### config.mk
export PLATFORM = sky130hd
export DESIGN_NAME = ljas_sqrt_cell
export DESIGN_NICKNAME = d
export VERILOG_FILES = /design/src/rtl/ljas_pkg.sv /design/src/rtl/ljas_sqrt_cell.sv
export SDC_FILE = /design/constraint.sdc
export NUM_CORES = 1
export LEC_CHECK = 0
export BUFFER_PORTS_ARGS = -buffer_cell sky130_fd_sc_hd__buf_2
export CAP_MARGIN = 20
export CORE_UTILIZATION = 38
export CTS_BUF_LIST = sky130_fd_sc_hd__clkbuf_16
export CTS_CLUSTER_SIZE = 30
export DETAILED_ROUTE_END_ITERATION = 16
export PLACE_DENSITY = 0.65
export SYNTH_ARGS = -nofsm -noshare
export SYNTH_HDL_FRONTEND = slang
export SYNTH_SLANG_ARGS = --single-unit
### constraint.sdc
create_clock -name clk -period 2.5 [get_ports clk]
set_input_delay 0.125 -clock clk [delete_from_list [all_inputs] [get_ports clk]]
set_output_delay 0.125 -clock clk [all_outputs]
set_load 0.02 [all_outputs]
### src/rtl/ljas_pkg.sv
// ljas_pkg: shared constants, cell data types and the cordic angle table
// for the leg joint angle solver; depends on nothing
`default_nettype none

package ljas_pkg;

	localparam int LJAS_COORD_WIDTH     = 16;
	localparam int LJAS_ANGLE_FRAC_BITS = 13;
	localparam int LINK_W               = 15;
	localparam logic [LINK_W-1:0] LINK_RESET = 15'd1600;

	localparam int SQRT_STEPS   = 32;
	localparam int DIV_STEPS    = 30;
	localparam int CORDIC_STEPS = 30;
	// normalize (two stages), cordic cells, clamp
	localparam int ATAN_LAT     = CORDIC_STEPS + 3;

	localparam logic [30:0] HALF_PI_Q30 = 31'd1686629713;
	localparam logic [31:0] PI_Q30      = 32'd3373259426;
	localparam logic [30:0] ONE_Q30     = 31'h4000_0000;
	localparam logic [63:0] ONE_Q60     = 64'h1000_0000_0000_0000;

	typedef enum logic [0:0] {
		CFG_UPPER_LINK = 1'b0,
		CFG_LOWER_LINK = 1'b1
	} cfg_idx_t;

	typedef struct packed {
		logic [63:0] v;
		logic [35:0] r;
		logic [31:0] q;
	} sqrt_t;

	typedef struct packed {
		logic [63:0] rem;
		logic [63:0] den;
		logic [29:0] q;
	} div_t;

	typedef struct packed {
		logic signed [63:0] x;
		logic signed [63:0] y;
		logic signed [33:0] z;
	} cordic_t;

	// atan(2^-step) in Q30, truncated
	function automatic logic [33:0] atan_q30(input int unsigned step);
		logic [33:0] t;
		case (step)
			0:  t = 34'h3243F6A8;
			1:  t = 34'h1DAC6705;
			2:  t = 34'h0FADBAFC;
			3:  t = 34'h07F56EA6;
			4:  t = 34'h03FEAB76;
			5:  t = 34'h01FFD55B;
			6:  t = 34'h00FFFAAA;
			7:  t = 34'h007FFF55;
			8:  t = 34'h003FFFEA;
			9:  t = 34'h001FFFFD;
			10: t = 34'h000FFFFF;
			11: t = 34'h0007FFFF;
			12: t = 34'h0003FFFF;
			13: t = 34'h0001FFFF;
			14: t = 34'h0000FFFF;
			15: t = 34'h00007FFF;
			16: t = 34'h00003FFF;
			17: t = 34'h00001FFF;
			18: t = 34'h00000FFF;
			19: t = 34'h000007FF;
			20: t = 34'h000003FF;
			21: t = 34'h000001FF;
			22: t = 34'h000000FF;
			23: t = 34'h0000007F;
			24: t = 34'h0000003F;
			25: t = 34'h0000001F;
			26: t = 34'h0000000F;
			27: t = 34'h00000007;
			28: t = 34'h00000003;
			29: t = 34'h00000001;
			default: t = '0;
		endcase
		return t;
	endfunction

endpackage

`default_nettype wire

### src/rtl/ljas_sqrt_cell.sv
// ljas_sqrt_cell: one digit of a restoring integer square root
// depends on ljas_pkg
`default_nettype none

module ljas_sqrt_cell import ljas_pkg::*; (
	input  logic  clk,
	input  logic  en,
	input  sqrt_t d,
	output sqrt_t q
);
	logic [35:0] rr;
	logic [35:0] t;

	assign rr = {d.r[33:0], d.v[63:62]};
	assign t  = {2'b00, d.q, 2'b01};

	always_ff @(posedge clk) begin
		if (en) begin
			q.v <= {d.v[61:0], 2'b00};
			if (rr >= t) begin
				q.r <= rr - t;
				q.q <= {d.q[30:0], 1'b1};
			end else begin
				q.r <= rr;
				q.q <= {d.q[30:0], 1'b0};
			end
		end
	end
endmodule

`default_nettype wire

# After elaboration in Yosys (flattened, before gate mapping)
# Cells that the tools add are included.
[word_totals]
input_bits = 134
elab_cells = 6
out_inout_bits = 132
register_bits = 130
[classes]
magnitude_cmp = 1
add_sub_neg = 1
n_mux = 1
[ops]
columns = ["cell", "n"]
rows = [
  ["68-bit 2-to-1 mux", 1],
  ["36-bit by 34-bit greater-or-equal comparator with 1-bit output", 1],
  ["36-bit by 34-bit subtractor with 36-bit output", 1],
]

# Depth between registers and ports, before layout
# Gate-level depths: netlist of the first run.
[depth]
word_depth = 2
ltp_mapped = 12

# Worst setup path after synthesis of the first run
# Ideal clock, no wire load.
[synth_path]
path_type = "input port to flip-flop"
startpoint = "in d[18] (netlist name)"
endpoint = "reg q[40] (netlist name) (data pin)"
cell_stages = 11
arrival_time_ns = 2.046
path_slack_ns = 0.194
path_buffers = 2
t_required_ns = 2.240
setup_time_ns = 0.260
cell_sequence = "inv_1 > ha_1 > buf_2 > nand4_1 > nor4_4 > nand2_1 > nor3_2 > nor3b_2 > a21oi_4 > buf_6 > mux2_4"
[synth_via]
elab_chain_len = 2
[synth_lines]
columns = ["item", "line", "source"]
rows = [
  ["from (decl)", "ljas_sqrt_cell.sv:8", "input sqrt_t d,"],
  ["36-bit by 34-bit greater-or-equal comparator with 1-bit output", "ljas_sqrt_cell.sv:20", "if (rr >= t) begin"],
  ["68-bit 2-to-1 mux", "ljas_sqrt_cell.sv:20", ""],
  ["to (decl)", "ljas_sqrt_cell.sv:9", "output sqrt_t q"],
]
# No other way between the ends.
# A chain may end at the register's enable or synchronous reset.

# Worst setup path after layout of the first run
[layout_path]
startpoint = "in d[28] (netlist name)"
endpoint = "reg q[65] (netlist name) (data pin)"
[layout_via]
elab_chain_len = 2
word_cells_on_any_way = 3
[layout_lines]
columns = ["item", "line"]
rows = [
  ["36-bit by 34-bit subtractor with 36-bit output / 36-bit by 34-bit greater-or-equal comparator with 1-bit output (equally long branches)", "ljas_sqrt_cell.sv:21, ljas_sqrt_cell.sv:20"],
  ["68-bit 2-to-1 mux *", "ljas_sqrt_cell.sv:20"],
]
# Mark *: on every way between the ends. The rest lies on a longest branch, timed or not.

==> results of run 1 <==
[final timing paths]
check	from	endpoint	slack, ns
worst max-delay path	d[28]	q[65]	0.17
worst min-delay path	d[41]	q[43]	0.03
[cell type report]
type | instances | share of cell area
Antenna cell | 2 | 0.000488
Clock buffer | 17 | 0.0415
Clock inverter | 15 | 0.0159
Inverter | 39 | 0.0143
Multi-Input combinational cell | 338 | 0.236
Sequential cell | 130 | 0.381
Tap cell | 220 | 0.0268
Timing Repair Buffer | 439 | 0.285
[power groups by stage]
stage	Sequential [mW]	Combinational (mW)	Clock, mW
finish	2.74	1.74	2.50
CTS	2.74	1.75	2.54
floorplan	3.08	0.635	0
global route	2.76	1.88	2.62
global placement	2.78	1.60	0
detailed placement	2.78	1.63	0
[placed cells by master (no fill, tap or decap), drive strengths merged, types with 11 or more instances in the layout]
master,n
a21oi,60
buf,346
clkbuf,17
dlygate4sd3,93
edfxtp,130
ha,34
inv,42
nand2,32
nand4,11
nor2,40
o21ai,26
xnor2,19
xor2,14
[per-layer routing]
metal  vias to the layer above  wire, um  global-route usage
met3                        23      1160              0.0514
met2                       190     10100               0.409
met4                         4       198              0.0612
met5                         -        32                   0
li1                       2833         -                   -
met1                      2580      7800               0.246
[kinds of logic (layout without fill, tap and decap cells)]
| kind of cell | after synthesis | in the layout | share of synthesized area |
|---|---|---|---|
| muxes | 10 | 10 | 0.0211 |
| adders and majority gates | 34 | 34 | 0.0645 |
| xor gates and xnor gates | 33 | 33 | 0.0450 |
| buffers and inverters | 62 | 510 | 0.0431 |
| and+or+nand+nor | 126 | 126 | 0.100 |
| AOI/OAI and AO/OA | 133 | 133 | 0.134 |
| other | 1 | 4 | 0.000569 |
| DFF | 130 | 130 | 0.592 |
[stage by stage]
stage | instances | utilization | worst slack, ns
after CTS | 1198 | 0.611 | 0.121
after global placement | 1073 | 0.520 | -0.0948
after global routing | 1200 | 0.612 | 0.0261
after floorplan | 530 | - | 0.194
final | 1200 | 0.612 | 0.170
after detailed placement | 1073 | 0.520 | -0.107
[timing repair]
| item | 4_1_cts | 5_1_grt |
|---|---|---|
| setup endpoints to repair | 0 | 37 |
| hold buffers | 93 | 0 |
| gates resized for setup | 0 | 3 |
| hold endpoints to repair | 93 | 0 |
==> metrics.yaml, run 1 <==
outcome: "completed"
vdd_drop_max_v: 0.000416
grt.overflow.total: 0
grt_setup_unrepaired: "false"
hold_slack_ns: 0.0287
worst-setup-path-type: "in -> reg"
numCtsBuffers: 17
clock-root-buffer: "sky130_fd_sc_hd__clkbuf_16"
post-synth-top-count-cell: "sky130_fd_sc_hd__edfxtp_1"
drtPass1Iterations: 4
final.fill_count: 1391
final_setup_viols: 0
cts_tree: "yes"
grt_pass1_vias: 5860
internal_power_mw: 4.94
drt.antenna.violating_nets: 0
detail_route.wl_per_cell_um: 16.1
die_h_um: 134
starting_density: 0.393
grt_start_max_net_pins: 53
detailed_route_iter0_violations: 179
timing.final.max_slew_violations: 0
finalCritPeriodShare: 0.932
cpLargestDelayFamily: "buffers and inverters"
post_synth_main_area_contributors: "sky130_fd_sc_hd__edfxtp_1, sky130_fd_sc_hd__ha_1, sky130_fd_sc_hd__a21oi_1, sky130_fd_sc_hd__xnor2_1, sky130_fd_sc_hd__nor2_1"
crit_path_cell_trace: "dlygate4sd3_1, buf_2, inv_1, ha_1, a21o_1, a21oi_1, o21ai_1, nor3b_2, a21oi_4, buf_4, mux2_4"
ctsLongestPathBuffers: 2
die_area_um2: 17900
route.detailed.vias_per_inst: 4.69
synth_top_flop_cell: "sky130_fd_sc_hd__edfxtp_1"
cts_htree_levels: 4
synth_enable_flop_cells: 130
totalNegativeSetupSlack_ns: 0
largestRegisters: "q: 130 flops"
arrival_ns: 2.49
comb_power_share: 0.250
port_buffers: 261
multi_input_comb_area_um2: 2420
global_route.usage.total: 0.219
row_count: 47
synthDistinctLibCells: 65
timing.critical_path.fanout_max: 7
power_density_nw_per_um2: 681
postRouteWirelength_um: 19300
drc: 0
dp_hpwl_um: 14200
postCtsSetupRepairBufs: 0
yosys.area.top_type: "sky130_fd_sc_hd__edfxtp_1"
largest_register_ff_count: 130
largest_register: "q"
synthCells: 529
power.static_leakage_nw: 4.58
net_sw_frac: 0.292
num_io_pins: 266
avgSynthCellArea_um2: 12.5
placedInstanceArea_um2: 8720
yosys.area.top_type_share: 0.592
switchingPower_mw: 2.04
critical_path_cell_count: 11
synth-seq-cells: 130
final_total_power_mw: 6.99
power.share.clock: 0.358
final_area_um2: 10300
yosys_warnings: 0
sequential_fraction_of_the_synthesis_area: 0.592
nets_finish: 1133
ys_top_cells_by_count: "sky130_fd_sc_hd__edfxtp_1, sky130_fd_sc_hd__a21oi_1, sky130_fd_sc_hd__nor2_1, sky130_fd_sc_hd__inv_1, sky130_fd_sc_hd__ha_1"
path_clk_slew_ns: 0.06
die_width_um: 134
timing.max_slew.rel_slack: 0.661
first_pass_grt_wire_length_um: 29800
worst_path_largest_cell_delay_ns: 0.52
netlist_area_um2: 6590
cap_viol_max_count: 0
timing.critical_path.slowest_stage_cell: "sky130_fd_sc_hd__dlygate4sd3_1"
core_region_area_um2: 16800
required_ns: 2.66
hold_path_class: "in -> reg"
fmax_mhz: 429
hold_violations: 0
p_seq_frac: 0.392
via_count: 5630
element_type_at_the_critical_path_start: "input port"
cp_num_buf_inv: 4
clock_sink_count: 130
layout_min_cycle_time_ns: 2.33
layout.area.seq_um2: 3900
antenna_found_initial: 5
worstMarginPinSlew_ns: 0.508
drive_gt1_frac: 0.424
end_kind: "flop"
gpl.final_weighted_congestion: 0.858
asyncSetResetFlopFracSynth: 0
flow.area_growth_from_synthesis_pct: 55.5
timing.hold.worst_path_depth: 2
Power figures use the tool's default switching activity.
==> run 2: changes to the inputs <==
--- a/config.mk
+++ b/config.mk
@@ -7,11 +7,12 @@
 export LEC_CHECK = 0
 export BUFFER_PORTS_ARGS = -buffer_cell sky130_fd_sc_hd__buf_2
 export CAP_MARGIN = 20
+export CORE_MARGIN = 5
 export CORE_UTILIZATION = 38
 export CTS_BUF_LIST = sky130_fd_sc_hd__clkbuf_16
 export CTS_CLUSTER_SIZE = 30
 export DETAILED_ROUTE_END_ITERATION = 16
-export PLACE_DENSITY = 0.65
+export PLACE_DENSITY_LB_ADDON = 0.3
 export SYNTH_ARGS = -nofsm -noshare
 export SYNTH_HDL_FRONTEND = slang
 export SYNTH_SLANG_ARGS = --single-unit
==> run 2 against run 1 <==
Non-clock buffer count shrank 8. Sequential power is essentially flat. Power is essentially flat. Highest routed layer is now met4. Cell count shrank 0.25%. Sequential share of layout area is essentially flat.
==> metrics.yaml, run 2 (synthesis results as in run 1) <==
layout_common_cells: "sky130_fd_sc_hd__buf_2, sky130_fd_sc_hd__edfxtp_1, sky130_fd_sc_hd__dlygate4sd3_1"
worst_path_largest_cell_delay_ns: 0.54  # +0.02 ns
largest_register_ff_count: 130  # unchanged
drive_gt1_frac: 0.423  # -0.00165
global_route.usage.total: 0.196  # -0.0225
power_density_nw_per_um2: 681  # about the same
worst-setup-path-type: "in -> reg"
arrival_ns: 2.50  # about the same
cts_tree: "yes"
placedInstanceArea_um2: 8650  # -0.79%
drtPass1Iterations: 4  # unchanged
drc: 0  # unchanged
timing.critical_path.mode_cell: "sky130_fd_sc_hd__a21oi_2"
timing.final.max_slew_violations: 0  # unchanged
final_setup_viols: 0  # unchanged
route.detailed.vias_per_inst: 4.74  # +1.1%
grt_setup_unrepaired: "false"
clock-root-buffer: "sky130_fd_sc_hd__clkbuf_16"
end_kind: "flop"
timing.hold.worst_path_depth: 1  # -1
p_seq_frac: 0.391  # about the same
ctsLongestPathBuffers: 2  # unchanged
antenna_found_initial: 1  # -4
cp_num_buf_inv: 5  # +1
hold_path_class: "in -> reg"
timing.critical_path.slowest_stage_cell: "sky130_fd_sc_hd__dlygate4sd3_1"
detailed_route_iter0_violations: 290  # +62%
die_area_um2: 20100  # +12%
num_io_pins: 266  # unchanged
dp_hpwl_um: 14700  # +3.9%
dp_slack_ns: -0.120  # -0.0132 ns
finalCritPeriodShare: 0.933  # about the same
row_count: 48  # +2.1%
grt_start_max_net_pins: 55  # +3.8%
vdd_drop_max_v: 0.000486  # +17%
required_ns: 2.67  # about the same
comb_power_share: 0.252  # +0.002
final_area_um2: 10300  # about the same
finish.cell_count_without_fillers: 1197  # -0.25%
via_count: 5676  # +0.82%
net_sw_frac: 0.292  # -0.000349
largestRegisters: "q: 130 flops"
postLayoutSetupSlackWorst_ns: 0.168  # -0.00178 ns
timing.critical_path.fanout_max: 21  # +14
postRouteWirelength_um: 20200  # +4.7%
power.static_leakage_nw: 4.57  # -0.24%
die_h_um: 142  # +6.0%
largest_register: "q"
mostFrequentLayoutCell: "sky130_fd_sc_hd__buf_2"
outcome: "completed"
layout.core_utilization: 0.597  # -0.0145
switchingPower_mw: 2.04  # about the same
internal_power_mw: 4.95  # +0.11%
element_type_at_the_critical_path_start: "input port"
die_width_um: 142  # +6.0%
power.share.clock: 0.356  # -0.002
cts_htree_levels: 4  # unchanged
clock_sink_count: 130  # unchanged
place_inst: 1068  # -0.47%
flow.area_growth_from_synthesis_pct: 55.6  # about the same
fmax_mhz: 429  # about the same
grt_pass1_vias: 5874  # +0.24%
hold_violations: 0  # unchanged
grt.overflow.total: 0  # unchanged
hold_path.startpoint: "d[7]"
starting_density: 0.384  # -0.00954
first_pass_grt_wire_length_um: 30800  # +3.2%
detail_route.wl_per_cell_um: 16.9  # +5.0%
port_buffers: 261  # unchanged
totalNegativeSetupSlack_ns: 0  # unchanged
gpl.final_weighted_congestion: 0.888  # +3.4%
nets_finish: 1125  # -0.71%
drt.antenna.violating_nets: 0  # unchanged
cap_viol_max_count: 0  # unchanged
final_total_power_mw: 6.99  # about the same
worst_hold_path.endpoint: "q[8]"
path_clk_slew_ns: 0.06  # about the same
core_region_area_um2: 17200  # +2.5%
numCtsBuffers: 17  # unchanged
crit_path_cell_trace: "dlygate4sd3_1, buf_2, inv_1, ha_1, a21o_1, a21oi_2, o21ai_1, nor3b_2, a21oi_4, buf_6, buf_12, nor2_1, a21oi_2"
layout_min_cycle_time_ns: 2.33  # +0.00178 ns
hold_slack_ns: 0.0198  # -0.00892 ns
cpLargestDelayFamily: "buffers and inverters"
-- run 2: worst max path at each step --
stage | start | depth (start not counted) | end | slack (ns)
6_report | d[28] | 13 | q[56] | 0.17
5_1_grt | d[28] | 13 | q[56] | 0.007
4_1_cts | d[7] | 12 | q[39] | 0.02
3_5_place_dp | d[0] | 11 | q[51] | -0.12
3_3_place_gp | d[11] | 12 | q[56] | -0.11
2_1_floorplan | d[18] | 11 | q[40] | 0.19
-- run 2: routing by layer --
metal / vias up / global-route usage / share of wire
met5: - / 0 / 0
li1: 2813 / - / -
met4: 0 / 0.0591 / 0.019
met2: 207 / 0.358 / 0.51
met3: 21 / 0.0485 / 0.073
met1: 2635 / 0.227 / 0.40
-- run 2: final cells by class --
class | instances | area, um2
sequential | 130 | 3900
clock inverter | 15 | 159
tap | 225 | 282
antenna | 2 | 5.00
multi-input combinational | 338 | 2440
clock buffer | 17 | 425
timing repair buffer | 431 | 2900
fill | 1425 | 6920
inverter | 39 | 146
-- run 2: power groups by stage --
stage	logic (mW)	clock network (mW)	registers (mW)
2_1_floorplan	0.635	0	3.08
3_3_place_gp	1.61	0	2.78
3_5_place_dp	1.62	0	2.78
4_1_cts	1.75	2.53	2.73
5_1_grt	1.91	2.64	2.76
6_report	1.76	2.49	2.73
-- run 2: timing repair --
action / in CTS / in global routing
endpoints found under the setup margin: 0 / 32
setup buffers: 0 / 1
gates resized for setup: 0 / 9
hold buffers: 93 / 0
hold endpoints to repair: 93 / 0
