`src/rtl/ljas_pkg.sv`:
```
// ljas_pkg: shared constants, cell data types and the cordic angle table
// for the leg joint angle solver; depends on nothing
`default_nettype none

package ljas_pkg;

	localparam int LJAS_COORD_WIDTH     = 16;
	localparam int LJAS_ANGLE_FRAC_BITS = 13;
	localparam int LINK_W               = 15;
	localparam logic [LINK_W-1:0] LINK_RESET = 15'd1600;

	localparam int SQRT_STEPS   = 32;
	localparam int DIV_STEPS    = 30;
	localparam int CORDIC_STEPS = 30;
	// normalize (two stages), cordic cells, clamp
	localparam int ATAN_LAT     = CORDIC_STEPS + 3;

	localparam logic [30:0] HALF_PI_Q30 = 31'd1686629713;
	localparam logic [31:0] PI_Q30      = 32'd3373259426;
	localparam logic [30:0] ONE_Q30     = 31'h4000_0000;
	localparam logic [63:0] ONE_Q60     = 64'h1000_0000_0000_0000;

	typedef enum logic [0:0] {
		CFG_UPPER_LINK = 1'b0,
		CFG_LOWER_LINK = 1'b1
	} cfg_idx_t;

	typedef struct packed {
		logic [63:0] v;
		logic [35:0] r;
		logic [31:0] q;
	} sqrt_t;

	typedef struct packed {
		logic [63:0] rem;
		logic [63:0] den;
		logic [29:0] q;
	} div_t;

	typedef struct packed {
		logic signed [63:0] x;
		logic signed [63:0] y;
		logic signed [33:0] z;
	} cordic_t;

	// atan(2^-step) in Q30, truncated
	function automatic logic [33:0] atan_q30(input int unsigned step);
		logic [33:0] t;
		case (step)
			0:  t = 34'h3243F6A8;
			1:  t = 34'h1DAC6705;
			2:  t = 34'h0FADBAFC;
			3:  t = 34'h07F56EA6;
			4:  t = 34'h03FEAB76;
			5:  t = 34'h01FFD55B;
			6:  t = 34'h00FFFAAA;
			7:  t = 34'h007FFF55;
			8:  t = 34'h003FFFEA;
			9:  t = 34'h001FFFFD;
			10: t = 34'h000FFFFF;
			11: t = 34'h0007FFFF;
			12: t = 34'h0003FFFF;
			13: t = 34'h0001FFFF;
			14: t = 34'h0000FFFF;
			15: t = 34'h00007FFF;
			16: t = 34'h00003FFF;
			17: t = 34'h00001FFF;
			18: t = 34'h00000FFF;
			19: t = 34'h000007FF;
			20: t = 34'h000003FF;
			21: t = 34'h000001FF;
			22: t = 34'h000000FF;
			23: t = 34'h0000007F;
			24: t = 34'h0000003F;
			25: t = 34'h0000001F;
			26: t = 34'h0000000F;
			27: t = 34'h00000007;
			28: t = 34'h00000003;
			29: t = 34'h00000001;
			default: t = '0;
		endcase
		return t;
	endfunction

endpackage

`default_nettype wire

```
`src/rtl/ljas_div_cell.sv`:
```
// ljas_div_cell: one quotient bit of a restoring fraction divide
// depends on ljas_pkg
`default_nettype none

module ljas_div_cell import ljas_pkg::*; (
	input  logic clk,
	input  logic en,
	input  div_t d,
	output div_t q
);
	logic [63:0] r2;

	assign r2 = {d.rem[62:0], 1'b0};

	always_ff @(posedge clk) begin
		if (en) begin
			q.den <= d.den;
			if (r2 >= d.den) begin
				q.rem <= r2 - d.den;
				q.q   <= {d.q[28:0], 1'b1};
			end else begin
				q.rem <= r2;
				q.q   <= {d.q[28:0], 1'b0};
			end
		end
	end
endmodule

`default_nettype wire

```
`config.mk`:
```
export PLATFORM = sky130hd
export DESIGN_NAME = ljas_div_cell
export DESIGN_NICKNAME = d
export VERILOG_FILES = /design/src/rtl/ljas_pkg.sv /design/src/rtl/ljas_div_cell.sv
export SDC_FILE = /design/constraint.sdc
export NUM_CORES = 1
export LEC_CHECK = 0
export ABC_AREA = 0
export CORE_ASPECT_RATIO = 0.7
export CORE_MARGIN = 2
export CORE_UTILIZATION = 45
export DETAILED_ROUTE_END_ITERATION = 16
export DONT_BUFFER_PORTS = 1
export GPL_TIMING_DRIVEN = 0
export MAX_ROUTING_LAYER = met4
export SLEW_MARGIN = 40
export SYNTH_ARGS = -nofsm -noshare
export SYNTH_HDL_FRONTEND = slang
export SYNTH_SLANG_ARGS = --single-unit
```
`constraint.sdc`:
```
create_clock -name clk -period 6.6 [get_ports clk]
set_clock_uncertainty 0.2 [all_clocks]
set_input_delay 0.99 -clock clk [delete_from_list [all_inputs] [get_ports clk]]
set_output_delay 0.99 -clock clk [all_outputs]
set_load 0.05 [all_outputs]
```
Word level (Yosys, flattened, before mapping)
Cells that the tools add are included.
{"block": "word_totals", "ram_bits": 0, "wordCells": 8, "latch_bits": 0, "reg_bits": 158, "mem_count": 0, "romBits": 0, "inputBits": 160}
{"block": "op_classes", "n_reduce_logical": 0, "div": 0, "muxes": 2, "multipliers": 0, "n_addsub": 1, "n_shift": 0, "bitwise_logic": 0, "order_cmp": 1, "n_eq_ne": 0}
{"cell": ">= comparator 64 bit", "n": 1}
{"cell": "2-to-1 mux 64 bit", "n": 1}
{"cell": "subtractor 64 bit", "n": 1}
{"cell": "2-to-1 mux 1 bit", "n": 1}

Depth between registers and ports, before layout
Gate-level depths: netlist of run 1.
{"block": "depth", "ltp_word": 2, "depth_mapped": 15}

Worst setup path after synthesis of run 1
Ideal clock, no wire load.
{"block": "synth_path", "path_kind": "in2reg", "startpoint": "input port d[30] (netlist bit)", "endpoint": "register q[100] (netlist bit) (data pin)", "setup_ns": 0.262, "t_arrival_ns": 3.464, "path_slack_ns": 2.674, "stages": 12, "path_cell_list": "inv_1 fa_1 a211oi_1 o211ai_1 a21oi_1 o211ai_1 a211oi_1 o2111ai_1 nand2_1 inv_2 buf_4 mux2_1"}
{"block": "synth_between", "elab_chain_cells": 2}
{"item": "start: declaration", "line_no": "ljas_div_cell.sv:8", "rtl": "input div_t d,"}
{"item": "subtractor 64 bit or >= comparator 64 bit (tied branches)", "line_no": "ljas_div_cell.sv:19, ljas_div_cell.sv:18"}
{"item": "2-to-1 mux 64 bit (*)", "line_no": "ljas_div_cell.sv:18", "rtl": "if (r2 >= d.den) begin"}
{"item": "end: declaration", "line_no": "ljas_div_cell.sv:9", "rtl": "output div_t q"}
Mark *: on every way between the ends. The rest lies on a longest branch, timed or not.
A chain may end at the register's enable or synchronous reset.

Worst setup path after layout of run 1
{"block": "layout_path", "startpoint": "input port d[30] (netlist bit)", "endpoint": "register q[154] (netlist bit) (data pin)"}
Same word-level chain as after synthesis.

==> summary.md, run 1 <==
| Metric | Value |
|---|---|
| Setup Viol. Count Final | `0` |
| Setup crit start | `d[30]` |
| IO Pins | `approximately 320` |
| Pwr/cell area | `between 300 and 400 nW/µm²` |
| Final wirelength | `~29 mm` |
| Nets | `1225` |
| Vias in the first global route | `between 7000 and 8000` |
| Yosys Warn Count | `0` |
| Crit. End Element | `flip-flop` |
| Crit-path most repeated cell | `a211oi_1` |
| Clock Pin Slew Worst Setup and Hold Paths | `approximately 0.07 ns` |
| Maximum Capacitance Violations | `0` |
| Area of the multi-input gates | `between 4000 and 5000 µm²` |
| Syn_nets | `1206` |
| Sequential share of the synthesized area | `0.486` |
| Post-Syn Instances | `981` |
| DR WL/cell | `between 20 and 25 µm` |
| Gate power share | `0.178` |
| Distinct cell type count after synthesis | `67` |
| P_leak | `4.23 nW` |
| Post-CTS sizing | `0` |
| Share of cells above drive strength 1 | `0.0701` |
| Dpl ws | `~1.6 ns` |
| Max VDD drop | `about 0.17 mV` |
| Crit Path Max Fanout | `10` |
| Core Box Area | `21500 µm²` |
| Critical path class | `input pin to flip-flop` |
| # rows | `between 40 and 50` |
| Worst hold stages | `0` |
| I/O Buffers | `0` |
| Fin crit share | `0.695` |
| Sw power | `between 1 and 1.5 mW` |
| DRC | `0` |
| Via count | `between 7000 and 8000` |
| Most used flip-flop cell after synthesis | `edfxtp_1` |
| Hold-fix buffers, CTS | `0` |
| Critical path cell sequence | `inv_1 > fa_1 > a211oi_1 > o211ai_1 > a21oi_1 > o211ai_1 > a211oi_1 > o2111ai_1 > nand2_1 > clkbuf_1 > a211oi_1 > nor3b_1` |
| Vias per cell | `about 5.8` |
| GRT Total Usage | `0.249` |
| Final HPWL DP | `~22 mm` |
| Biggest regs | `q x158` |
| Reg power frac | `0.514` |
| Net Sw Frac | `0.383` |
| Routability Congestion | `just over 0.9` |
| Max_slew headroom | `0.453` |
| Postcts setup bufs | `0` |
| Number of flip-flops under the largest register name | `between 150 and 200` |
| Die Span Y | `between 100 and 150 µm` |
| Total congestion overflow | `0` |
| Area delta synth->final | `9.63%` |
| Slew Limit Fails | `0` |
| TNS Setup | `0 ns` |
| Hold Crit Start | `d[57]` |
| Starting Density | `0.454` |
| DR pass1 iterations | `5` |
| Top reg by flops | `q` |
| CP max-delay cell | `clkbuf_1` |
| CTS tree | `yes` |
| DR top layer | `met4` |
| Slew @ Worst Pin | `approximately 0.81 ns` |
| Hold Path Class | `input pin to flip-flop` |
| Reg area | `about 4700 µm²` |
| Die area | `approximately 23000 µm²` |
| Status | `complete, no violations` |
| Async set or reset register ratio after synthesis | `0` |
| Die W | `roughly 180 µm` |
| Met3 WL post-DR | `3.18 mm` |
| Max incr delay on CP | `~0.52 ns` |
| Worst Path Arrival | `roughly 4.6 ns` |
| Clk pwr share | `0.308` |
| Yosys reg bits | `about 160` |
| Fmax achieved | `approximately 220 MHz` |
| First-pass GRT wire length | `42.2 mm` |
| Minimum clock period | `roughly 4.6 ns` |
| EDFF count, synth | `around 160` |
| Hold EP | `q[57]$_DFFE_PP_` |
| Syn avg cell area | `approximately 10 µm²` |
| Post-route ant nets | `0` |
| Synth Cell Area | `around 9800 µm²` |
| Startpoint class of the critical path | `input pin` |
| Initial antenna violation count | `0` |
| RSZ-0062 raised after global routing | `no` |
| Largest net degree at the start of global routing | `159` |
| Root buf cell | `clkbuf_16` |
| CTS buffer count | `17` |
| Initial DRC Count | `between 600 and 700` |
| Ant diodes | `0` |
| H-tree depth | `4` |
| Sink Count | `approximately 160` |
| Final setup margin | `2.01 ns` |
| Hold Slack | `about 0.45 ns` |
| Met1 WL | `around 13 mm` |
| WP data required | `6.60 ns` |
| Metal2 WL | `11.9 mm` |
| P_int | `between 1.5 and 2 mW` |
| Longest Clk Path Bufs | `2` |
| # fillers | `between 1500 and 2000` |
| Final hold vios | `0` |
| Worst path top cell family by delay | `compound AO/OA/AOI/OAI gates` |
| CP bufs+invs | `2` |
==> synth_stat cells (3+ instances only) <==
cell type	number	area, µm²
xor2_1	25	219
o21ai_0	36	180
mux2i_1	3	30.0
or2_2	3	18.8
o21a_1	7	52.6
a21oi_1	128	641
and3_1	3	18.8
xnor2_1	30	263
edfxtp_1	158	4740
o211ai_1	7	52.6
buf_2	12	60.1
nor4_1	5	31.3
nor3_1	7	35.0
a31oi_1	3	18.8
o31ai_1	3	22.5
nor2b_1	14	87.6
o21bai_1	17	128
o21ai_1	16	80.1
a211oi_1	15	113
mux2_1	3	33.8
a211o_1	4	35.0
nand3_1	8	40.0
o21ai_2	3	26.3
and4_1	4	35.0
nor2_1	94	353
o211a_1	3	30.0
a21o_1	28	210
and2_1	4	25.0
ha_1	64	801
nand2b_1	8	50.1
clkbuf_1	32	120
inv_1	82	308
nand2_1	77	289
nand4_1	30	188
a21boi_0	3	22.5
==> per-layer routing <==
metal / track usage / up-vias
li1: - / 3612
met1: 0.350 / 3454
met2: 0.348 / 381
met3: 0.0915 / 18
met4: 0.0455 / 0
met5: - / -
==> cells by family after synthesis <==
family	share of synthesized area
AO/OA/AOI/OAI	0.194
AND/OR/NAND/NOR	0.128
flip-flops	0.486
buffers and inverters	0.0519
adder cells (fa/ha/maj)	0.0840
XOR/XNOR	0.0493
multiplexers	0.00653
==> per-stage QoR <==
stage | util | std cells | instance area, µm² | total power [mW]
after floorplan | - | 981 | 9770 | 2.08
after global placement | 0.471 | 1263 | 10100 | 2.24
after detailed placement | 0.471 | 1263 | 10100 | 2.24
after CTS | 0.498 | 1295 | 10700 | 3.23
after global routing | 0.498 | 1295 | 10700 | 3.34
final | 0.498 | 1295 | 10700 | 3.22
==> worst max-delay path by stage <==
stage,endpoint,cells after the start
final,q[154]$_DFFE_PP_,12
after global routing,q[154]$_DFFE_PP_,12
after CTS,q[154]$_DFFE_PP_,12
after detailed placement,q[154]$_DFFE_PP_,12
after global placement,q[154]$_DFFE_PP_,12
after floorplan,q[100]$_DFFE_PP_,12
==> power groups by stage <==
stage,sequential [mW],combinational (mW),clock [mW]
2_1_floorplan,1.65,0.423,0
3_3_place_gp,1.68,0.559,0
3_5_place_dp,1.68,0.562,0
4_1_cts,1.66,0.567,1.00
5_1_grt,1.66,0.638,1.04
6_report,1.66,0.573,0.990
==> cells in the final DEF, fill, tap and decap left out, drive strengths merged, types with 3 or more instances in the layout <==
master,Yosys,routed
clkbuf,32,49
a21boi,4,4
a2111oi,5,5
o21bai,17,17
nor2,94,94
nand3,8,8
nand2,79,79
clkinv,0,4
a211oi,16,16
o31ai,3,3
xnor2,30,30
a31oi,3,3
nand2b,8,8
edfxtp,158,158
o211a,3,3
nor4,5,5
o21ai,55,55
xor2,25,25
buf,14,14
inv,83,91
a21oi,128,128
mux2,3,3
o21a,7,7
a21o,29,29
nor2b,14,14
and3,3,3
a211o,4,4
o211ai,8,8
nand4,30,30
mux2i,3,3
and2,4,4
or2,3,3
and4,5,5
nor3,8,8
ha,64,64
==> area by class of cell <==
cell class / count / share of cell area
clock buffers: 17 / 0.0397
well taps: 282 / 0.0330
clock inverters: 15 / 0.0141
flip-flops and latches: 158 / 0.443
inverters: 83 / 0.0291
plain buffers: 46 / 0.0182
multi-input cells: 694 / 0.423
No activity file was read; power rests on OpenSTA's default activity.
==> run 2, diff against run 1 <==
==> constraint.sdc (replaced) <==
create_clock -name clk -period 4.2 [get_ports clk]
set_clock_uncertainty 0.2 [all_clocks]
set_input_delay 0.63 -clock clk [delete_from_list [all_inputs] [get_ports clk]]
set_output_delay 0.63 -clock clk [all_outputs]
set_load 0.05 [all_outputs]
==> run 2 against run 1 <==
Design area rose by 0.23%. Via count rose by 0.36%. Worst hold slack got worse by 0.36 ns. Die area did not move. Critical path depth did not move. Non-clock buffer count rose by 2. First-iteration DRC count rose by 3.4%. Total power rose by 57%.
==> summary.md, run 2 (synthesis results as in run 1) <==
| Metric | Value |
|---|---|
| Fin area | `10700 µm² (+0.23%)` |
| Fin crit share | `0.963` |
| Crit Path Max Fanout | `7 (-3)` |
| Hold Slack | `0.0860 ns (-0.361 ns)` |
| CTS tree | `yes` |
| Initial antenna violation count | `0 (unchanged)` |
| Dpl ws | `-0.456 ns (-2.04 ns)` |
| # fillers | `1988 (-0.050%)` |
| Die Span Y | `127 µm (unchanged)` |
| Design Power | `5.06 mW (+57%)` |
| Startpoint class of the critical path | `input pin` |
| First-pass GRT wire length | `42.2 mm (unchanged)` |
| Gate power share | `0.179 (about the same)` |
| Hold EP | `q[57]$_DFFE_PP_` |
| Minimum clock period | `between 4 and 5 ns` |
| Final setup margin | `0.157 ns (-1.85 ns)` |
| Crit. End Element | `flip-flop` |
| Critical path class | `input pin to flip-flop` |
| Core Box Area | `21500 µm² (unchanged)` |
| Worst hold stages | `0 (unchanged)` |
| Starting Density | `0.454 (unchanged)` |
| Net Sw Frac | `0.383 (about the same)` |
| Slew Limit Fails | `0 (unchanged)` |
| CTS buffer count | `17 (unchanged)` |
| WP data required | `4.24 ns (-2.36 ns)` |
| Final hold vios | `0 (unchanged)` |
| Worst Path Arrival | `4.08 ns (-0.50 ns)` |
| Maximum Capacitance Violations | `0 (unchanged)` |
| Max_slew headroom | `0.448 (-0.00462)` |
| Commonest cells after routing, fill and taps aside | `158 x edfxtp_1, 127 x a21oi_1, 94 x nor2_1` |
| Area delta synth->final | `9.89%` |
| Initial DRC Count | `634 (+3.4%)` |
| Clock Pin Slew Worst Setup and Hold Paths | `0.07 ns (about the same)` |
| Nets | `1227 (+0.16%)` |
| Die area | `22900 µm² (unchanged)` |
| DR pass1 iterations | `5 (unchanged)` |
| Most common cell after layout, fill and taps aside | `edfxtp_1` |
| Total congestion overflow | `0 (unchanged)` |
| Hold Crit Start | `d[57]` |
| Clk pwr share | `0.307 (about the same)` |
| Setup Viol. Count Final | `0 (unchanged)` |
| Reg power frac | `0.514 (about the same)` |
| Die W | `180 µm (unchanged)` |
| Sink Count | `158 (unchanged)` |
| Biggest regs | `q x158` |
| GRT Total Usage | `0.249 (unchanged)` |
| H-tree depth | `4 (unchanged)` |
| Share of cells above drive strength 1 | `0.0749 (+0.00479)` |
| Max VDD drop | `0.264 mV (+57%)` |
| Number of flip-flops under the largest register name | `158 (unchanged)` |
| Via count | `7492 (+0.36%)` |
| Longest Clk Path Bufs | `2 (unchanged)` |
| Core Util, Final | `0.499 (+0.00116)` |
| P_int | `3.12 mW (+57%)` |
| Vias per cell | `5.78 (+0.21%)` |
| I/O Buffers | `0 (unchanged)` |
| DR WL/cell | `22.1 µm (+0.16%)` |
| Final HPWL DP | `21.8 mm (unchanged)` |
| DRC | `0 (unchanged)` |
| P_leak | `4.25 nW (+0.32%)` |
| Pwr/cell area | `472 nW/µm² (+57%)` |
| Vias in the first global route | `7030 (unchanged)` |
| Fmax achieved | `between 200 and 250 MHz` |
| Routability Congestion | `0.911 (unchanged)` |
| Dpl cell area | `10100 µm² (unchanged)` |
| Top reg by flops | `q` |
| # rows | `45 (unchanged)` |
| Hold Path Class | `input pin to flip-flop` |
| Root buf cell | `clkbuf_16` |
| Largest net degree at the start of global routing | `159 (unchanged)` |
| Sw power | `1.94 mW (+57%)` |
| Post-route ant nets | `0 (unchanged)` |
| IO Pins | `318 (unchanged)` |
| Ant diodes | `0 (unchanged)` |
| Status | `complete, no violations` |
| Slew @ Worst Pin | `0.828 ns (+0.0144 ns)` |
| Final wirelength | `28.7 mm (+0.32%)` |
==> run 2: worst max path at each step <==
stage | depth (start not counted) | startpoint | end | slack [ns]
after floorplan | 12 | d[30] | q[100]$_DFFE_PP_ | 0.63
final | 12 | d[49] | q[157]$_DFFE_PP_ | 0.16
after detailed placement | 12 | d[30] | q[154]$_DFFE_PP_ | -0.46
after global placement | 12 | d[30] | q[154]$_DFFE_PP_ | -0.42
after global routing | 15 | d[41] | q[152]$_DFFE_PP_ | -0.02
after CTS | 11 | d[30] | q[138]$_DFFE_PP_ | 0.02
==> run 2: layer usage <==
| layer | track usage | vias up | share of wire |
|---|---|---|---|
| li1 | - | 3618 | - |
| met4 | 0.0455 | 0 | 0.0084 |
| met1 | 0.350 | 3513 | 0.47 |
| met2 | 0.348 | 346 | 0.42 |
| met3 | 0.0915 | 15 | 0.11 |
| met5 | - | - | 0 |
==> run 2: what timing repair did <==
action / 4_1_cts / 5_1_grt
hold buffers: 0 / 0
endpoints found under the setup margin: 1 / 65
resized for setup: 1 / 2
pin swaps: 0 / 1
buffers inserted: 0 / 2
==> run 2: stage by stage <==
stage / setup TNS (ns) / std cells
floorplan: 0 / 981
global placement: -15.84 / 1263
detailed placement: -18.20 / 1263
CTS: 0 / 1295
global route: -0.0461 / 1297
finish: 0 / 1297
==> run 2: final cells by class <==
class | instances | area [µm²] | area share
buffer | 46 | 196 | 0.0183
clock buffer | 17 | 425 | 0.0396
clock inverter | 15 | 151 | 0.0141
inverter | 83 | 312 | 0.0290
multi-input combinational | 694 | 4540 | 0.423
sequential | 158 | 4740 | 0.442
tap | 282 | 353 | 0.0329
timing repair buffer | 2 | 15.0 | 0.00140
==> run 2: worst max-delay path, stage by stage <==
cell and delay [ns]:
inv_1 0.02, ha_1 0.26, clkbuf_1 0.33, nand4_1 0.19, nor4_1 0.65, nand2_1 0.13
a211oi_1 0.66, o21ba_2 0.28, o21ai_1 0.20, a21oi_1 0.34, nor3_1 0.10, nor4_1 0.29
==> run 2: power by group through the flow <==
| stage | logic, mW | clock network [mW] | registers [mW] |
|---|---|---|---|
| global route | 1.01 | 1.64 | 2.62 |
| finish | 0.907 | 1.55 | 2.60 |
| floorplan | 0.665 | 0 | 2.60 |
| global placement | 0.878 | 0 | 2.64 |
| detailed placement | 0.883 | 0 | 2.64 |
| CTS | 0.892 | 1.58 | 2.61 |
==> run 3, diff against run 2 <==
--- a/config.mk
+++ b/config.mk
@@ -5,7 +5,7 @@
 export SDC_FILE = /design/constraint.sdc
 export NUM_CORES = 1
 export LEC_CHECK = 0
-export ABC_AREA = 0
+export ABC_AREA = 1
 export CORE_ASPECT_RATIO = 0.7
 export CORE_MARGIN = 2
 export CORE_UTILIZATION = 45
==> run 3 against run 2 <==
Combinational power is 22% higher. Largest cell class is now multi-input gates. Highest routed layer unchanged. Die area is 21% higher. Sequential power hardly changed.
==> summary.md, run 3 <==
| Metric | Value |
|---|---|
| Sink Count | `158 (unchanged)` |
| Total congestion overflow | `0 (unchanged)` |
| Commonest cells after routing, fill and taps aside | `761 x nand2_1, 396 x inv_1, 158 x edfxtp_1` |
| First-pass GRT wire length | `56.6 mm (+34%)` |
| IO Pins | `318 (unchanged)` |
| Most common cell after layout, fill and taps aside | `nand2_1` |
| H-tree depth | `4 (unchanged)` |
| Nets | `1977 (+61%)` |
| Sequential share of the synthesized area | `0.401 (-0.0851)` |
| WP data required | `4.19 ns (-0.05 ns)` |
| Hold-fix buffers, CTS | `0 (unchanged)` |
| Distinct cell type count after synthesis | `29 (-57%)` |
| DRC | `0 (unchanged)` |
| Yosys Warn Count | `0 (unchanged)` |
| Initial antenna violation count | `0 (unchanged)` |
| DR WL/cell | `18.4 µm (-17%)` |
| Longest Clk Path Bufs | `2 (unchanged)` |
| Max VDD drop | `0.290 mV (+9.9%)` |
| Post-route ant nets | `0 (unchanged)` |
| Post-CTS sizing | `0 (-1)` |
| Final wirelength | `38.5 mm (+34%)` |
| GRT Total Usage | `0.289 (+0.0397)` |
| Design Power | `5.35 mW (+5.7%)` |
| Dpl cell area | `12300 µm² (+21%)` |
| Reg area | `4740 µm² (unchanged)` |
| Worst Path Arrival | `2.94 ns (-1.14 ns)` |
| I/O Buffers | `0 (unchanged)` |
| CTS tree | `yes` |
| RSZ-0062 raised after global routing | `no` |
| Share of cells above drive strength 1 | `0.0442 (-0.0307)` |
| Yosys reg bits | `158 (unchanged)` |
| Setup Viol. Count Final | `0 (unchanged)` |
| Slew @ Worst Pin | `0.598 ns (-0.230 ns)` |
| Biggest regs | `q x158` |
| Most used flip-flop cell after synthesis | `edfxtp_1` |
| Number of flip-flops under the largest register name | `158 (unchanged)` |
| Ant diodes | `0 (unchanged)` |
| Fin area | `12900 µm² (+20%)` |
| DR pass1 iterations | `5 (unchanged)` |
| Top reg by flops | `q` |
| Post-Syn Instances | `1733 (+77%)` |
| Max_slew headroom | `0.598 (+0.150)` |
| Pwr/cell area | `416 nW/µm² (-12%)` |
| Syn avg cell area | `6.83 µm² (-31%)` |
| Crit. End Element | `flip-flop` |
| P_leak | `7.10 nW (+67%)` |
| Die area | `27600 µm² (+21%)` |
| Synth Cell Area | `11800 µm² (+21%)` |
| TNS Setup | `0 ns (unchanged)` |
| Area delta synth->final | `8.72%` |
| Final HPWL DP | `32.3 mm (+48%)` |
| Minimum clock period | `2.96 ns (-1.09 ns)` |
| Count leader, synth | `nand2_1` |
| Initial DRC Count | `775 (+22%)` |
| Via count | `10256 (+37%)` |
| Root buf cell | `clkbuf_16` |
| Yosys top cell area share | `0.401 (-0.0851)` |
| Synth area leader | `edfxtp_1` |
| Startpoint class of the critical path | `input pin` |
| Fin crit share | `0.704 (-0.259)` |
| CTS buffer count | `17 (unchanged)` |
| Syn_nets | `1958 (+62%)` |
| Core Box Area | `25700 µm² (+20%)` |
| Async set or reset register ratio after synthesis | `0 (unchanged)` |
| # rows | `49 (+8.9%)` |
| Final hold vios | `0 (unchanged)` |
| Vias per cell | `4.90 (-15%)` |
| Maximum Capacitance Violations | `0 (unchanged)` |
| Clock Pin Slew Worst Setup and Hold Paths | `0.07 ns (about the same)` |
| Routability Congestion | `0.958 (+5.2%)` |
| Slew Limit Fails | `0 (unchanged)` |
| Starting Density | `0.460 (+0.00576)` |
| # fillers | `2659 (+34%)` |
| Commonest cells in the netlist | `761 x nand2_1, 396 x inv_1, 158 x edfxtp_1, 110 x nor2_1, 79 x nand3_1` |
| Postcts setup bufs | `0 (unchanged)` |
| Area of the multi-input gates | `5470 µm² (+21%)` |
| Hold Path Class | `input pin to flip-flop` |
| Die W | `198 µm (+9.9%)` |
| Die Span Y | `140 µm (+9.8%)` |
| EDFF count, synth | `158 (unchanged)` |
| Core Util, Final | `0.500 (+0.000940)` |
| Fmax achieved | `338 MHz (+37%)` |
| Status | `complete, no violations` |
| Largest net degree at the start of global routing | `159 (unchanged)` |
| Top cells by area, synth | `edfxtp_1 40%, nand2_1 24%, inv_1 13%` |
| Vias in the first global route | `9470 (+35%)` |
| Critical path class | `input pin to flip-flop` |
| Crit Path Max Fanout | `5 (-2)` |
[run 3: changes by cell type after synthesis, moves of 17 or more]
cell      previous run  this run
inv_1               82       396
a21o_1              28         0
clkbuf_1            32         0
nand2_1             77       761
xnor2_1             30         0
nand3_1              8        79
o21bai_1            17         0
o21ai_0             36         5
a21oi_1            128        42
[run 3: worst max-delay path: stages]
cell and delay (ns):
inv_1 0.18, fa_1 0.56, nand3_1 0.13, nand3_2 0.13, nand2_1 0.09, nand2_1 0.17, nand2_1 0.11, nand3_1 0.35
nand2_1 0.26, nand4_1 0.10, nand3_1 0.15, nand2_1 0.07
[run 3: cell families after synthesis]
family          share of synthesized area
simple gates                        0.348
fa+ha+maj                          0.0693
buf+inv                             0.138
flops                               0.401
compound gates                     0.0210
xor+xnor                           0.0229
[run 3: where the power goes]
group | total (mW) | internal (mW) | switching (mW)
Sequential | 2.60 | 1.96 | 0.638
Combinational | 1.11 | 0.340 | 0.775
Clock | 1.64 | 0.997 | 0.645
Total | 5.35 | 3.30 | 2.06
[run 3: stage by stage]
| stage | std cells | setup slack [ns] | hold WS [ns] |
|---|---|---|---|
| 6_report | 2095 | 1.24 | 0.0796 |
| 5_1_grt | 2095 | 1.07 | 0.0595 |
| 4_1_cts | 2095 | 1.28 | 0.0614 |
| 3_5_place_dp | 2064 | 0.827 | 0.529 |
| 3_3_place_gp | 2064 | 0.836 | 0.529 |
| 2_1_floorplan | 1733 | 1.46 | 0.529 |
[run 3: layer usage]
metal	wire [µm]	global-route usage
met1	20500	0.456
met4	314	0.0495
met3	3180	0.0637
met5	0	-
met2	14500	0.372
[run 3: path summary, 6_finish.rpt]
check / start / end / slack (ns) / cells after the start
max: d[30] / q[148]$_DFFE_PP_ / 1.24 / 12
min: d[44] / q[44]$_DFFE_PP_ / 0.08 / 0
[run 3: cell type report]
| class | instances | share of cell area |
|---|---|---|
| Multi-Input combinational cell | 1160 | 0.425 |
| Clock buffer | 19 | 0.0336 |
| Clock inverter | 12 | 0.0144 |
| Buffer | 13 | 0.00923 |
| Tap cell | 331 | 0.0322 |
| Sequential cell | 158 | 0.369 |
| Inverter | 402 | 0.117 |
